$ cat src/design/ckx_pkg.sv
// ckx_pkg: constants shared by the canonical k-mer extractor
// character codes, register indexes, field widths and the window length cap
// no dependencies
package ckx_pkg;

   // widths of the stream fields and configuration registers
   localparam int unsigned CharWidth  = 8;
   localparam int unsigned KmerWidth  = 64;
   localparam int unsigned KlenWidth  = 6;
   localparam int unsigned CountWidth = 6;

   // longest window the registers are built for
   localparam int unsigned MaxK   = 32;
   localparam int unsigned CapK   = (MaxK < 32) ? MaxK : 32;
   localparam logic [KlenWidth-1:0] KlenCap   = KlenWidth'(CapK);
   localparam logic [KlenWidth-1:0] KlenReset = 6'd31;

   localparam logic [CountWidth-1:0] CountMax = '1;

   // configuration register indexes
   typedef enum logic [0:0] {
      CSR_KMER_LENGTH  = 1'b0,
      CSR_EMIT_INVALID = 1'b1
   } csr_index_type;

   // accepted characters
   localparam logic [CharWidth-1:0] ChUpperA = 8'h41;
   localparam logic [CharWidth-1:0] ChUpperC = 8'h43;
   localparam logic [CharWidth-1:0] ChUpperG = 8'h47;
   localparam logic [CharWidth-1:0] ChUpperT = 8'h54;
   localparam logic [CharWidth-1:0] ChLowerA = 8'h61;
   localparam logic [CharWidth-1:0] ChLowerC = 8'h63;
   localparam logic [CharWidth-1:0] ChLowerG = 8'h67;
   localparam logic [CharWidth-1:0] ChLowerT = 8'h74;

   typedef enum logic [1:0] {
      BASE_A = 2'd0,
      BASE_C = 2'd1,
      BASE_G = 2'd2,
      BASE_T = 2'd3
   } base_type;

   // complement of a 2-bit base code
   localparam logic [1:0] CompMask = 2'b11;

endpackage

$ cat src/design/canonical_kmer_extractor_top.sv
// canonical_kmer_extractor_top: streams DNA characters, emits canonical k-mers
// forward and reverse-complement window registers, min select, result register
// depends on ckx_pkg
//
// an accepted character's k-mer appears on rsp_ in the cycle after it is accepted
// throughput: one character per cycle; the result register frees itself when
//    rsp_tready is high, so req_tready stays high under a streaming consumer
// reset (synchronous, active high): window registers and counters cleared,
//    kmer_length 31, emit_invalid_windows 0, no result pending
module canonical_kmer_extractor_top
   import ckx_pkg::*;
(
   input  logic                  clock,
   input  logic                  reset,

   input  logic                  req_tvalid,
   output logic                  req_tready,
   input  logic [CharWidth-1:0]  req_tdata,   // [7:0] base_char
   input  logic                  req_tuser,   // [0] read_start

   output logic                  rsp_tvalid,
   input  logic                  rsp_tready,
   output logic [KmerWidth-1:0]  rsp_tdata,   // [63:0] canonical_kmer
   output logic                  rsp_tuser,   // [0] window_valid

   input  logic                  csr_we,
   input  logic [0:0]            csr_index,
   input  logic [KlenWidth-1:0]  csr_wdata
);

   logic [KlenWidth-1:0]  kmer_length_ff;
   logic                  emit_invalid_ff;

   logic [KmerWidth-1:0]  forward_ff, forward_in;
   logic [KmerWidth-1:0]  reverse_ff, reverse_in;
   logic [CountWidth-1:0] clean_run_ff, clean_run_in;
   logic [CountWidth-1:0] chars_seen_ff, chars_seen_in;

   logic                  out_valid_ff, out_valid_in;
   logic [KmerWidth-1:0]  out_kmer_ff, out_kmer_in;
   logic                  out_clean_ff, out_clean_in;

   logic                  accept;
   logic [KlenWidth-1:0]  eff_k;
   logic [KmerWidth-1:0]  mask;
   logic [1:0]            code;
   logic                  is_base;
   logic [KmerWidth-1:0]  fwd_base, rev_base;
   logic [KmerWidth-1:0]  rev_insert;
   logic [KmerWidth-1:0]  kmer_min;
   logic                  window_closed;
   logic                  window_clean;

   assign req_tready = !out_valid_ff || rsp_tready;
   assign accept     = req_tvalid && req_tready;

   // configuration registers
   always_ff @(posedge clock) begin
      if (reset) begin
         kmer_length_ff  <= KlenReset;
         emit_invalid_ff <= 1'b0;
      end else if (csr_we) begin
         case (csr_index_type'(csr_index))
            CSR_KMER_LENGTH:  kmer_length_ff  <= csr_wdata;
            CSR_EMIT_INVALID: emit_invalid_ff <= csr_wdata[0];
            default: ;
         endcase
      end
   end

   // window length: zero acts as one, capped at the register width
   always_comb begin
      eff_k = kmer_length_ff;
      if (eff_k == '0) begin
         eff_k = KlenWidth'(1);
      end
      if (eff_k > KlenCap) begin
         eff_k = KlenCap;
      end
   end

   always_comb begin
      for (int i = 0; i < KmerWidth; i++) begin
         mask[i] = (7'(i) < {eff_k, 1'b0});
      end
   end

   // character decode
   always_comb begin
      is_base = 1'b1;
      code    = BASE_A;
      case (req_tdata)
         ChUpperA, ChLowerA: code = BASE_A;
         ChUpperC, ChLowerC: code = BASE_C;
         ChUpperG, ChLowerG: code = BASE_G;
         ChUpperT, ChLowerT: code = BASE_T;
         default:            is_base = 1'b0;
      endcase
   end

   // a new read starts from cleared registers
   assign fwd_base = req_tuser ? '0 : forward_ff;
   assign rev_base = req_tuser ? '0 : reverse_ff;

   assign rev_insert = {62'b0, code ^ CompMask} << {eff_k - KlenWidth'(1), 1'b0};

   always_comb begin
      forward_in    = forward_ff;
      reverse_in    = reverse_ff;
      clean_run_in  = clean_run_ff;
      chars_seen_in = chars_seen_ff;
      if (accept) begin
         if (is_base) begin
            forward_in = {fwd_base[KmerWidth-3:0], code} & mask;
            reverse_in = ({2'b00, rev_base[KmerWidth-1:2]} | rev_insert) & mask;
         end else begin
            forward_in = fwd_base;
            reverse_in = rev_base;
         end
         if (!is_base) begin
            clean_run_in = '0;
         end else if (req_tuser) begin
            clean_run_in = CountWidth'(1);
         end else if (clean_run_ff != CountMax) begin
            clean_run_in = clean_run_ff + CountWidth'(1);
         end
         if (req_tuser) begin
            chars_seen_in = CountWidth'(1);
         end else if (chars_seen_ff != CountMax) begin
            chars_seen_in = chars_seen_ff + CountWidth'(1);
         end
      end
   end

   assign kmer_min      = (forward_in <= reverse_in) ? forward_in : reverse_in;
   assign window_closed = (chars_seen_in >= eff_k);
   assign window_clean  = (clean_run_in >= eff_k);

   // result register
   always_comb begin
      out_valid_in = out_valid_ff && !rsp_tready;
      out_kmer_in  = out_kmer_ff;
      out_clean_in = out_clean_ff;
      if (accept) begin
         out_valid_in = window_closed && (window_clean || emit_invalid_ff);
         out_kmer_in  = window_clean ? kmer_min : '0;
         out_clean_in = window_clean;
      end
   end

   always_ff @(posedge clock) begin
      if (reset) begin
         forward_ff    <= '0;
         reverse_ff    <= '0;
         clean_run_ff  <= '0;
         chars_seen_ff <= '0;
         out_valid_ff  <= 1'b0;
      end else begin
         forward_ff    <= forward_in;
         reverse_ff    <= reverse_in;
         clean_run_ff  <= clean_run_in;
         chars_seen_ff <= chars_seen_in;
         out_valid_ff  <= out_valid_in;
      end
   end

   always_ff @(posedge clock) begin
      out_kmer_ff  <= out_kmer_in;
      out_clean_ff <= out_clean_in;
   end

   assign rsp_tvalid = out_valid_ff;
   assign rsp_tdata  = out_kmer_ff;
   assign rsp_tuser  = out_clean_ff;

endmodule

$ cat config.mk
export PLATFORM = sky130hd
export DESIGN_NAME = canonical_kmer_extractor_top
export DESIGN_NICKNAME = d
export VERILOG_FILES = /design/src/design/ckx_pkg.sv /design/src/design/canonical_kmer_extractor_top.sv
export SDC_FILE = /design/constraint.sdc
export NUM_CORES = 1
export LEC_CHECK = 0
export BUFFER_PORTS_ARGS = -buffer_cell sky130_fd_sc_hd__buf_2
export CAP_MARGIN = 20
export CORE_UTILIZATION = 35
export CTS_CLUSTER_DIAMETER = 200
export DETAILED_ROUTE_END_ITERATION = 10
export PLACE_DENSITY = 0.52
export SLEW_MARGIN = 30
export SYNTH_ARGS = -nofsm -noshare
export SYNTH_HDL_FRONTEND = slang
export SYNTH_SLANG_ARGS = --single-unit
$ cat constraint.sdc
create_clock -name clock -period 5.88 [get_ports clock]
set_clock_uncertainty 0.1 [all_clocks]
set_input_delay 0.588 -clock clock [delete_from_list [all_inputs] [get_ports clock]]
set_output_delay 0.588 -clock clock [all_outputs]
set_load 0.01 [all_outputs]
==> impl_metrics.env <==
export IMPL_status="finished clean"
export IMPL_drcViolationCount=0
export IMPL_finalSetupTns_ns=0
export IMPL_p_comb_share_pct=10.9
export IMPL_p_per_area_nw_per_um2=251
export IMPL_synth_flop_cell="dfxtp_1"
export IMPL_grt_setup_unrepaired="no"
export IMPL_clk_pin_slew_ns=0.06
export IMPL_clk_path_buf_depth=3
export IMPL_routed_wl_um=36500
export IMPL_leakagePower_nw=5.19
export IMPL_postRouteAntennaNets=0
export IMPL_track_usage_pct=21.3
export IMPL_chipWidth_um=186
export IMPL_die_height_um=186
export IMPL_layout_cells_non_filler=1793
export IMPL_max_slew_worst_pin_slew_ns=0.931
export IMPL_grt_max_degree=104
export IMPL_yosysSeqAreaShare_pct=41.4
export IMPL_async_flop_share_pct=0
export IMPL_avgSynthCellArea_um2=9.61
export IMPL_power_w=0.00348
export IMPL_intPower_w=0.00257
export IMPL_crit_chain="nor4_1 > o21ai_1 > ha_1 > nand3_2 > xor2_1 > nand2_1 > o2bb2ai_1 > a22oi_1 > ha_1 > nand4_1 > nor4_1 > buf_4 > and2_1 > o311ai_1 > nand4_1 > and2_4 > buf_4 > a211oi_2"
export IMPL_final_core_utilization_pct=41.4
export IMPL_hold_class="in2reg"
export IMPL_yosys_register_bits=213
export IMPL_cts_buffers=26
export IMPL_fmax_mhz=181
export IMPL_num_rows=67
export IMPL_core_area_um2=33400
export IMPL_worstPathRequired_ns=6.04
export IMPL_slew_headroom_pct=37.7
export IMPL_synth_top_area_cell="dfxtp_1"
export IMPL_worst_ep_arrival_time_ns=5.70
export IMPL_initial_core_util_pct=35.5
export IMPL_cts_resized_gates=0
export IMPL_worst_skew_pair_late_latency_ns=0.53
export IMPL_crit_path_max_incr_delay_ns=0.44
export IMPL_cap_violations=0
export IMPL_numPortBuffers=86
export IMPL_setup_viol=0
export IMPL_critical_path_class="reg2reg"
export IMPL_placed_cells=1745
export IMPL_power_frac_seq_pct=44.2
export IMPL_min_period_over_period_pct=94.2
export IMPL_vias=10100
export IMPL_tritoncts="yes"
export IMPL_yosysMostFrequentCell="dfxtp_1"
export IMPL_synthTopCellsByArea="dfxtp_1, edfxtp_1, ha_1, a211oi_2, a21oi_1"
export IMPL_synth_cells=1234
export IMPL_gp_congestion=0.896
export IMPL_ir_worst_vdd_uv=191
export IMPL_syn_num_nets=1333
export IMPL_post_cts_buffers=0
export IMPL_layout_drive_gt1_share_pct=19.5
export IMPL_setup_worst_path_end_class="register"
export IMPL_avgViaCountPerCell=5.63
export IMPL_grt_ovfl_total=0
export IMPL_post_dp_hpwl_um=26000
export IMPL_dr_pass1_iters=5
export IMPL_hold_buffers=0
export IMPL_whs_ns=0.162
export IMPL_n_fill_cell=3337
export IMPL_slowest_stage="nor4_1"
export IMPL_grt_pass1_vias=10000
export IMPL_ios=88
export IMPL_switching_share_pct=26.2
export IMPL_diodes=0
export IMPL_hold_viol=0
export IMPL_root_buffer="clkbuf_16"
export IMPL_synth_cell_type_count=71
export IMPL_final_min_clock_period_ns=5.54
export IMPL_cts_sinks=213
export IMPL_nets=1424
export IMPL_path_max_fanout=17
export IMPL_netlist_area_um2=11900
export IMPL_drt_iter0_markers=879
export IMPL_routedWlPerCell_um=20.3
export IMPL_yosys_warnings=0
export IMPL_grt_pass1_wl_um=57200
export IMPL_report_final_slew_viol_count=0
export IMPL_synth_edf_count=65
export IMPL_antenna_found_initial=0
export IMPL_synthTopCellsByCount="dfxtp_1, nor2_1, a21oi_1"
export IMPL_dieArea_um2=34600
export IMPL_synth_top_area_share_pct=25.0
export IMPL_htree_levels=1
export IMPL_synthToLayoutAreaGrowth_pct=16.7
export IMPL_clkPwrFrac_pct=44.9
export IMPL_p_sw_w=0.000910
export IMPL_cp_start_kind="register"
==> cells in the final DEF (no fill, tap or decap), types with 9 or more instances in the layout <==
cell and n:
a211oi_1 11, nand2b_1 9, o21ai_0 21, buf_4 58, nor3_1 20, nor4_1 9, nor2b_1 80, dfxtp_1 148
ha_1 78, buf_2 85, clkbuf_16 27, clkbuf_1 12, a21o_1 15, a22o_1 57, a21oi_1 119, nand4_1 21
nand2_1 50, inv_1 15, a22oi_1 56, o21a_1 9, edfxtp_1 65, nor2_1 146, a211oi_2 60, nand3_1 17
o2bb2ai_1 52
==> final timing paths <==
check	from	to	slack, ns	cells after the start
worst max register to register	kmer_length_ff[1]$_SDFFE_PP1P_	rsp_tdata[60]$_SDFFCE_PN0P_	0.34	18
worst max-delay path	kmer_length_ff[1]$_SDFFE_PP1P_	rsp_tdata[60]$_SDFFCE_PN0P_	0.34	18
worst min register to register	emit_invalid_ff$_SDFFE_PP0P_	emit_invalid_ff$_SDFFE_PP0P_	0.37	2
worst min-delay path	csr_wdata[4]	kmer_length_ff[4]$_SDFFE_PP1P_	0.16	2
==> layout make-up <==
class / count / area (um2) / share of cell area (%)
inverters: 16 / 61.3 / 0.443
clock buffers: 43 / 776 / 5.60
repair buffers: 151 / 1010 / 7.31
multi-input cells: 917 / 6470 / 46.8
flip-flops and latches: 213 / 4910 / 35.5
clock inverters: 5 / 47.5 / 0.343
well taps: 448 / 561 / 4.05
==> state kept, by name (all words and copies together) (netlist names) <==
register / count
emit_invalid_ff: 1
kmer_length_ff: 6
rsp_tdata: 64
rsp_tvalid: 1
chars_seen_ff: 6
reverse_ff: 64
forward_ff: 64
rsp_tuser: 1
clean_run_ff: 6
==> critical path: cells and delay by family, from the launching register on <==
family | cells | cell delay [ns]
simple gates | 8 | 2.30
compound gates | 5 | 0.96
fa+ha+maj | 2 | 0.73
buf+inv | 2 | 0.46
xor+xnor | 1 | 0.41
flops | 1 | 0.31
==> power groups by stage <==
stage / clock [W] / sequential (W) / combinational [W]
after floorplan: 0 / 0.00158 / 0.000225
after global placement: 0 / 0.00157 / 0.000369
final: 0.00156 / 0.00154 / 0.000379
after CTS: 0.00158 / 0.00154 / 0.000376
after global routing: 0.00164 / 0.00154 / 0.000408
after detailed placement: 0 / 0.00157 / 0.000375
==> per-layer routing <==
layer | share of wire (%) | track usage [%]
met4 | 1.9 | 4.89
met3 | 4.4 | 2.41
met1 | 46 | 28.3
met5 | 0 | 0
met2 | 48 | 36.8
==> through the flow <==
| step | cell area [um2] | setup WS, ns |
|---|---|---|
| 2_1_floorplan | 11900 | 0.579 |
| 3_3_place_gp | 13000 | 0.468 |
| 3_5_place_dp | 13000 | 0.374 |
| 4_1_cts | 13800 | 0.353 |
| 5_1_grt | 13800 | 0.0883 |
| 6_report | 13800 | 0.340 |
==> cells by family after synthesis <==
kind of cell	synth area share, %
buffers and inverters	4.19
DFF	41.4
xor gates and xnor gates	0.359
AOI/OAI and AO/OA	29.6
and+or+nand+nor	16.1
adders and majority gates	8.31
Power figures use the tool's default switching activity.
